===== src/hdl/wpdd_pkg.sv =====
// wpdd_pkg: constants, register map and helper functions for the windowed pid
// differential-drive block. No dependencies; used by the top level and the testbench.

package wpdd_pkg;

  // error window depth (range 2..64)
  localparam int WINDOW_DEPTH = 11;
  localparam int PTR_W        = $clog2(WINDOW_DEPTH);
  localparam int FILL_W       = $clog2(WINDOW_DEPTH + 1);
  localparam int ERR_W        = 16;
  localparam int SUM_W        = $clog2(WINDOW_DEPTH) + ERR_W;

  // shared multiplier: 17-bit gain/track operand times 33-bit data operand
  localparam int MA_W   = 17;
  localparam int MB_W   = 33;
  localparam int PROD_W = MA_W + MB_W;
  localparam int ACC_W  = ERR_W + SUM_W + 2;

  // turn rate scaling: w = round(acc * 256 / 100)
  localparam int DIV_CONST  = 100;
  localparam int ROUND_HALF = DIV_CONST / 2;
  localparam int W_SHIFT    = 8;
  localparam int NUM_W      = ((ACC_W + W_SHIFT + 1 + 3) / 4) * 4;
  localparam int DIV_STEPS  = NUM_W / 4;
  localparam int STEP_W     = $clog2(DIV_STEPS);
  localparam int REM_W      = 7;
  localparam int DIGIT_W    = REM_W + 4;

  // wheel offset: delta = round(w * track / 2^17)
  localparam int DELTA_SHIFT = 17;

  // configuration port
  localparam int NUM_REGS  = 5;
  localparam int APB_AW    = $clog2(NUM_REGS * 4);
  localparam int REG_IDX_W = APB_AW - 2;

  typedef enum logic [REG_IDX_W-1:0] {
    REG_BASE_SPEED  = 3'd0,
    REG_TRACK_WIDTH = 3'd1,
    REG_GAIN_P      = 3'd2,
    REG_GAIN_I      = 3'd3,
    REG_GAIN_D      = 3'd4
  } reg_idx_t;

  localparam logic signed [31:0] BASE_SPEED_RST  = 32'sd19661;
  localparam logic [15:0]        TRACK_WIDTH_RST = 16'd25139;
  localparam logic signed [15:0] GAIN_P_RST      = 16'sd256;
  localparam logic signed [15:0] GAIN_I_RST      = 16'sd26;
  localparam logic signed [15:0] GAIN_D_RST      = 16'sd0;

  // one radix-16 quotient digit of a division by DIV_CONST
  function automatic logic [3:0] div_digit(input logic [DIGIT_W-1:0] v);
    logic [3:0] d;
    d = '0;
    for (int k = 1; k < 16; k++) begin
      if (v >= DIGIT_W'(DIV_CONST * k)) d = 4'(k);
    end
    return d;
  endfunction

  function automatic logic signed [31:0] sat32(input logic signed [33:0] v);
    logic signed [31:0] r;
    if (v > 34'sh0_7FFF_FFFF) r = 32'sh7FFF_FFFF;
    else if (v < -34'sh0_8000_0000) r = 32'sh8000_0000;
    else r = v[31:0];
    return r;
  endfunction

endpackage


===== src/hdl/wpdd_ram.sv =====
// wpdd_ram: generic single-write, single-read ram with registered read data.
// No package dependency.

module wpdd_ram #(
  parameter int WIDTH = 16,
  parameter int DEPTH = 16
) (
  input  logic                     clk,
  input  logic                     we,
  input  logic [$clog2(DEPTH)-1:0] waddr,
  input  logic [WIDTH-1:0]         wdata,
  input  logic [$clog2(DEPTH)-1:0] raddr,
  output logic [WIDTH-1:0]         rdata
);

  logic [WIDTH-1:0] mem [DEPTH];

  always_ff @(posedge clk) begin
    if (we) begin
      mem[waddr] <= wdata;
    end
    rdata <= mem[raddr];
  end

endmodule


===== src/hdl/windowed_pid_differential_drive_top.sv =====
// windowed pid line follower with differential-drive wheel speeds.
// a request passes the window update, the three gain products, the radix-16 divide
// by 100, saturation, the track width product and the output state; a new request is
// taken only after that. The three gains and the track width share one multiplier.
// reset: synchronous, clears the window (fill count, pointer, sum, previous error)
// and loads the register defaults; the error ram itself is not cleared.

module windowed_pid_differential_drive_top (
  input  logic                           clk,
  input  logic                           rst,
  input  logic                           in_valid,
  output logic                           in_stall,
  input  logic signed [15:0]             line_error,
  output logic                           out_valid,
  input  logic                           out_stall,
  output logic signed [31:0]             left_speed,
  output logic signed [31:0]             right_speed,
  output logic signed [31:0]             turn_rate,
  input  logic                           psel,
  input  logic                           penable,
  input  logic                           pwrite,
  input  logic [wpdd_pkg::APB_AW-1:0]    paddr,
  input  logic [31:0]                    pwdata,
  output logic [31:0]                    prdata,
  output logic                           pready
);

  import wpdd_pkg::*;

  typedef enum logic [3:0] {
    S_IDLE, S_RING, S_MUL_P, S_MUL_I, S_MUL_D, S_ACC, S_SCALE,
    S_DIV, S_SAT, S_TRACK, S_DELTA, S_OUT
  } state_t;

  state_t state;

  // configuration registers
  logic signed [31:0] base_speed;
  logic [15:0]        track_width;
  logic signed [15:0] gain_p;
  logic signed [15:0] gain_i;
  logic signed [15:0] gain_d;

  // window state
  logic [PTR_W-1:0]        wp;
  logic [FILL_W-1:0]       fill;
  logic signed [SUM_W-1:0] window_sum;
  logic signed [ERR_W-1:0] previous_error;

  // datapath registers
  logic signed [ERR_W-1:0]  err;
  logic signed [ERR_W:0]    diff;
  logic signed [PROD_W-1:0] prod;
  logic signed [ACC_W-1:0]  acc;
  logic                     neg;
  logic [NUM_W-1:0]         num;
  logic [NUM_W-1:0]         quo;
  logic [REM_W-1:0]         rem;
  logic [STEP_W-1:0]        cnt;
  logic signed [31:0]       w;
  logic signed [31:0]       delta;

  logic [ERR_W-1:0] ram_rdata;
  logic             ram_we;

  logic                     ring_full;
  logic signed [SUM_W-1:0]  sum_next;
  logic signed [MA_W-1:0]   mul_a;
  logic signed [MB_W-1:0]   mul_b;
  logic signed [PROD_W-1:0] prod_next;
  logic signed [ACC_W-1:0]  acc_next;
  logic [ACC_W-1:0]         acc_mag;
  logic [DIGIT_W-1:0]       div_v;
  logic [3:0]               div_d;
  logic [PROD_W-1:0]        p_mag;
  logic [PROD_W-1:0]        p_q;
  logic signed [31:0]       w_next;
  logic signed [33:0]       left_full;
  logic signed [33:0]       right_full;
  logic                     in_take;
  logic                     cfg_wr;

  assign pready   = 1'b1;
  assign in_stall = (state != S_IDLE);
  assign in_take  = in_valid && !in_stall;
  assign cfg_wr   = psel && penable && pwrite && pready;
  assign ram_we   = (state == S_RING);

  wpdd_ram #(
    .WIDTH (ERR_W),
    .DEPTH (WINDOW_DEPTH)
  ) u_ring (
    .clk   (clk),
    .we    (ram_we),
    .waddr (wp),
    .wdata (err),
    .raddr (wp),
    .rdata (ram_rdata)
  );

  always_comb begin
    ring_full = (fill == FILL_W'(WINDOW_DEPTH));
    sum_next  = window_sum + SUM_W'(err);
    if (ring_full) begin
      sum_next = sum_next - SUM_W'($signed(ram_rdata));
    end
  end

  // operand select for the shared multiplier
  always_comb begin
    mul_a = '0;
    mul_b = '0;
    case (state)
      S_MUL_P: begin
        mul_a = MA_W'(gain_p);
        mul_b = MB_W'(err);
      end
      S_MUL_I: begin
        mul_a = MA_W'(gain_i);
        mul_b = MB_W'(window_sum);
      end
      S_MUL_D: begin
        mul_a = MA_W'(gain_d);
        mul_b = MB_W'(diff);
      end
      S_TRACK: begin
        mul_a = $signed({1'b0, track_width});
        mul_b = MB_W'(w);
      end
      default: begin
        mul_a = '0;
        mul_b = '0;
      end
    endcase
  end

  assign prod_next = mul_a * mul_b;
  assign acc_next  = acc + ACC_W'(prod);
  assign acc_mag   = acc[ACC_W-1] ? ACC_W'(-acc) : ACC_W'(acc);

  assign div_v = {rem, num[NUM_W-1 -: 4]};
  assign div_d = div_digit(div_v);

  // saturate the magnitude quotient back to a signed turn rate
  always_comb begin
    if (!neg) begin
      w_next = (quo > NUM_W'(32'h7FFF_FFFF)) ? 32'sh7FFF_FFFF : $signed(quo[31:0]);
    end else begin
      w_next = (quo > NUM_W'(33'h0_8000_0000)) ? 32'sh8000_0000 : -$signed(quo[31:0]);
    end
  end

  // round half away from zero on the track product
  assign p_mag = prod[PROD_W-1] ? PROD_W'(-prod) : PROD_W'(prod);
  assign p_q   = (p_mag + PROD_W'(1 << (DELTA_SHIFT - 1))) >> DELTA_SHIFT;

  assign left_full  = 34'(base_speed) - 34'(delta);
  assign right_full = 34'(base_speed) + 34'(delta);

  always_comb begin
    prdata = '0;
    unique case (paddr[APB_AW-1:2])
      REG_BASE_SPEED:  prdata = base_speed;
      REG_TRACK_WIDTH: prdata = {16'd0, track_width};
      REG_GAIN_P:      prdata = 32'(gain_p);
      REG_GAIN_I:      prdata = 32'(gain_i);
      REG_GAIN_D:      prdata = 32'(gain_d);
      default:         prdata = '0;
    endcase
  end

  always_ff @(posedge clk) begin
    if (rst) begin
      state          <= S_IDLE;
      out_valid      <= 1'b0;
      wp             <= '0;
      fill           <= '0;
      window_sum     <= '0;
      previous_error <= '0;
      base_speed     <= BASE_SPEED_RST;
      track_width    <= TRACK_WIDTH_RST;
      gain_p         <= GAIN_P_RST;
      gain_i         <= GAIN_I_RST;
      gain_d         <= GAIN_D_RST;
    end else begin
      if (cfg_wr) begin
        unique case (paddr[APB_AW-1:2])
          REG_BASE_SPEED:  base_speed  <= pwdata;
          REG_TRACK_WIDTH: track_width <= pwdata[15:0];
          REG_GAIN_P:      gain_p      <= pwdata[15:0];
          REG_GAIN_I:      gain_i      <= pwdata[15:0];
          REG_GAIN_D:      gain_d      <= pwdata[15:0];
          default: ;
        endcase
      end

      // the output state reloads the result register itself
      if (out_valid && !out_stall && state != S_OUT) begin
        out_valid <= 1'b0;
      end

      prod <= prod_next;

      unique case (state)
        S_IDLE: begin
          if (in_take) begin
            err   <= line_error;
            state <= S_RING;
          end
        end
        S_RING: begin
          // old entry at wp is on the ram output now; overwrite it
          window_sum     <= sum_next;
          diff           <= (ERR_W+1)'(err) - (ERR_W+1)'(previous_error);
          previous_error <= err;
          if (!ring_full) fill <= fill + 1'b1;
          wp    <= (wp == PTR_W'(WINDOW_DEPTH - 1)) ? '0 : wp + 1'b1;
          state <= S_MUL_P;
        end
        S_MUL_P: state <= S_MUL_I;
        S_MUL_I: begin
          acc   <= ACC_W'(prod);
          state <= S_MUL_D;
        end
        S_MUL_D: begin
          acc   <= acc_next;
          state <= S_ACC;
        end
        S_ACC: begin
          acc   <= acc_next;
          state <= S_SCALE;
        end
        S_SCALE: begin
          neg   <= acc[ACC_W-1];
          num   <= (NUM_W'(acc_mag) << W_SHIFT) + NUM_W'(ROUND_HALF);
          quo   <= '0;
          rem   <= '0;
          cnt   <= '0;
          state <= S_DIV;
        end
        S_DIV: begin
          rem <= REM_W'(div_v - DIGIT_W'(div_d * DIV_CONST));
          quo <= {quo[NUM_W-5:0], div_d};
          num <= num << 4;
          cnt <= cnt + 1'b1;
          if (cnt == STEP_W'(DIV_STEPS - 1)) state <= S_SAT;
        end
        S_SAT: begin
          w     <= w_next;
          state <= S_TRACK;
        end
        S_TRACK: state <= S_DELTA;
        S_DELTA: begin
          delta <= prod[PROD_W-1] ? -$signed(p_q[31:0]) : $signed(p_q[31:0]);
          state <= S_OUT;
        end
        S_OUT: begin
          if (!out_valid || !out_stall) begin
            left_speed  <= sat32(left_full);
            right_speed <= sat32(right_full);
            turn_rate   <= w;
            out_valid   <= 1'b1;
            state       <= S_IDLE;
          end
        end
        default: state <= S_IDLE;
      endcase
    end
  end

endmodule


===== config.mk =====
export PLATFORM = sky130hd
export DESIGN_NAME = windowed_pid_differential_drive_top
export DESIGN_NICKNAME = d
export VERILOG_FILES = /design/src/hdl/wpdd_pkg.sv /design/src/hdl/wpdd_ram.sv /design/src/hdl/windowed_pid_differential_drive_top.sv
export SDC_FILE = /design/constraint.sdc
export NUM_CORES = 2
export LEC_CHECK = 0
export ABC_AREA = 1
export ABC_CLOCK_PERIOD_IN_PS = 8500
export BUFFER_PORTS_ARGS = -buffer_cell sky130_fd_sc_hd__buf_2
export CAP_MARGIN = 10
export CORE_UTILIZATION = 58
export CTS_CLUSTER_DIAMETER = 100
export DETAILED_ROUTE_END_ITERATION = 7
export PLACE_DENSITY = 0.82
export SYNTH_ARGS = -nofsm -noshare
export SYNTH_HDL_FRONTEND = slang
export SYNTH_SLANG_ARGS = --single-unit

===== constraint.sdc =====
create_clock -name clk -period 8.5 [get_ports clk]
set_input_delay 0.85 -clock clk [delete_from_list [all_inputs] [get_ports clk]]
set_output_delay 0.85 -clock clk [all_outputs]
set_load 0.05 [all_outputs]

==> summary.md <==
| Metric | Value |
|---|---|
| Commonest non-fill, non-tap cell in the layout | nand2_1 |
| YS warnings | 0 |
| Post-Syn Area | about 0.059 mm^2 |
| Hold path depth | 1 |
| Least-Margin Pin Slew | 1200 ps |
| Run status | complete, but fails checks |
| Worst EP arrival | about 8600 ps |
| End-of-flow core utilization | 0.645 |
| Final period utilization | 0.960 |
| Cell Rows | approximately 120 |
| Synth top area share | 0.283 |
| FFs w/ async S/R, synth | 0 |
| CTS max path bufs | 3 |
| WL met3 | 17,600 um |
| Crit path kind | reg2reg |
| Peak supply drop | 0.187 mV |
| Top sig layer | met5 |
| H-tree depth | 3 |
| RSZ-0062 raised after global routing | no |
| Fmax | around 120 MHz |
| Clk root buf | clkbuf_16 |
| Initial Util | 0.589 |
| Setup violations, final | 0 |
| Height of the die | 322 um |
| Synth Net Count | 7,837 |
| Routed len/inst | 19.7 um |
| Worst rel slew slack | 0.194 |
| CTS clk-pin slew, worst paths | around 60 ps |
| Worst Hold Class | in2reg |
| Fin. max-slew vios | 0 |
| Routability cong. | ~1 |
| Storage element area | roughly 0.02 mm^2 |
| Fillers | 8,172 |
| GR Util All Layers | 0.329 |
| Pwr Density | 164 mW/mm^2 |
| Most frequent cells in the layout | nand2_1, inv_1, nor2_1, edfxtp_1, fa_1 |
| Post-synth cell types | 65 |
| CTS sink cnt | a little over 700 |
| Number of max-cap violations | 0 |
| Hold_buf cts | 0 |
| Met2 WL post-DR | around 77,000 um |
| Area leader, netlist | edfxtp_1 |
| Failing checks | DRC |
| Post-synth EDFFs | 560 |
| Drt drc | 3 |
| PnR worst setup slack | approximately 340 ps |
| Clock period minus final worst setup slack | between 8000 and 9000 ps |
| Post-place setup slack | -87.8 ps |
| Worst setup EP type | flop |
| Number of synthesized register bits | roughly 720 |
| Crit path max-delay cell type | nor2_2 |
| First-pass GRT wire length | approximately 260,000 um |
| Ys flop type | edfxtp_1 |
| R2r setup slk | 340 ps |
| Pleak | 29.7 nW |
| Detailed-route wire length | 169,000 um |
| Post-route ant nets | 0 |
| Met1 Wirelength | ~66,000 um |
| Core area | around 0.1 mm^2 |
| Final Power | between 0.01 and 0.015 W |
| Worst setup SP type | flop |
| Worst-skew pair later-pin latency | around 660 ps |
| Initial DRC Count | around 5,600 |
| Syn Area/Cell | about 8.5 um^2 |
| Register area share after synthesis | 0.338 |
| Area occupied by multi-input gates | approximately 0.034 mm^2 |
| # IOs | 191 |
| Port-buffer cells | between 150 and 200 |
| Routed vias/inst | a little under 6 |
| Worst Reg-to-Reg Cells | 29 |
| Die area | slightly above 0.1 mm^2 |
| Final nets | approximately 8,000 |
| Clock skew | 54.2 ps |
| Vias post-DR | approximately 50,000 |
| Die width | approximately 320 um |
| GRT overflow | 0 |
| Cells after synthesis | 6,962 |
| Area Growth Syn to Fin | 9.48% |
| Largest cells by area after synthesis | edfxtp_1, fa_1, nand2_1, inv_1, ha_1 |
| Critical path data required time | 8890 ps |
| Layout cells sized above 1 | 0.0896 |
| CTS tree | done |
| CTS buffer count | between 70 and 80 |
| Drt pass-1 iters | 8 |
| Number of global-route vias before repair | 49,000 |
| Critical-path maximum fanout | 13 |
| Largest net degree at the start of global routing | approximately 110 |
| Dpl hpwl | between 100,000 and 150,000 um |
| Count of final hold-check violations | 0 |
| Fin area | between 0.06 and 0.07 mm^2 |
| DP Area | between 0.06 and 0.07 mm^2 |
| Initial antenna violation count | 5 |
| Slowest cell delay on critical path | about 610 ps |
## critical path, delay by kind of cell, from the launching register on
kind,cells,cell delay (ps)
buffers and inverters,6,1030
XOR/XNOR,1,140
AO/OA/AOI/OAI,8,1670
adder cells (fa/ha/maj),7,3160
AND/OR/NAND/NOR,7,1470
flip-flops,1,390
## registers in the layout (all words and copies together), names as in the netlist, 7 cells and up
register / flops
rem: 7
acc: 38
previous_error: 16
gain_i: 16
err: 16
window_sum: 20
turn_rate: 32
left_speed: 32
delta: 32
track_width: 16
quo: 48
u_ring.mem: 176
num: 43
prod: 50
diff: 17
gain_p: 16
gain_d: 16
u_ring.rdata: 16
w: 32
base_speed: 32
right_speed: 32
## report_power, final
| part | switching (W) | internal [W] | total, W |
|---|---|---|---|
| clock network | 0.00148 | 0.00192 | 0.00340 |
| logic | 0.00207 | 0.000974 | 0.00305 |
| registers | 0.000171 | 0.00402 | 0.00420 |
| total | 0.00373 | 0.00692 | 0.0106 |
## path summary, 6_finish.rpt
kind                          start                end
setup / recovery           state[0]           prod[44]
hold reg to reg   previous_error[9]  previous_error[9]
hold / removal        line_error[7]             err[7]
setup reg to reg           state[0]           prod[44]
## layer usage
metal / up-vias / track usage
met4: 2 / 0.143
li1: 22700 / -
met3: 521 / 0.0575
met5: - / 0
met1: 23800 / 0.439
met2: 2724 / 0.527
## metrics by stage
step / TNS (ps) / hold WS, ps / instances
2_1_floorplan: 0 / 427 / 6962
3_3_place_gp: 0 / 450 / 8403
3_5_place_dp: -87.8 / 458 / 8403
4_1_cts: 0 / 308 / 8539
5_1_grt: 0 / 322 / 8553
6_report: 0 / 342 / 8556
## Yosys cell counts, types with 16 or more instances
master and n:
o211ai_1 35, o221ai_1 16, nand3_1 229, inv_1 1164
edfxtp_1 560, ha_1 282, nand2_1 1257, xnor2_1 65
clkinv_1 25, buf_1 16, clkbuf_1 178, buf_2 24
nor2_1 874, or2_2 21, a221oi_1 21, a22oi_1 64
nor2_2 27, nor3_1 50, a211o_1 16, a31oi_1 41
o21ai_0 388, o22ai_1 34, dfxtp_1 161, o21bai_1 16
a21oi_1 373, nor4_1 27, xor2_1 198, fa_1 533
nand4_1 58, nand2_2 38
## what timing repair did
| action | in CTS | in global routing |
|---|---|---|
| gates resized for setup | 4 | 32 |
| setup buffers | 0 | 13 |
| cloned | 0 | 1 |
| setup endpoints to repair | 4 | 21 |
| pin swaps | 0 | 2 |
## kinds of logic after synthesis
family	Yosys count	share of synthesized area
AOI/OAI and AO/OA	1095	0.106
xor gates and xnor gates	266	0.0396
adders and majority gates	815	0.239
buffers and inverters	1429	0.0915
DFF	721	0.338
other	1	0.0000632
and+or+nand+nor	2635	0.185
## cell type report
type                    count  share of cell area
multi-input cells        4812               0.525
clock inverters            51             0.00980
diodes                      3            0.000116
inverters                1202              0.0698
repair buffers            324              0.0308
well taps                1357              0.0261
flip-flops and latches    721               0.308
repair inverters            1           0.0000770
clock buffers              85              0.0298
Power figures use the tool's default switching activity.
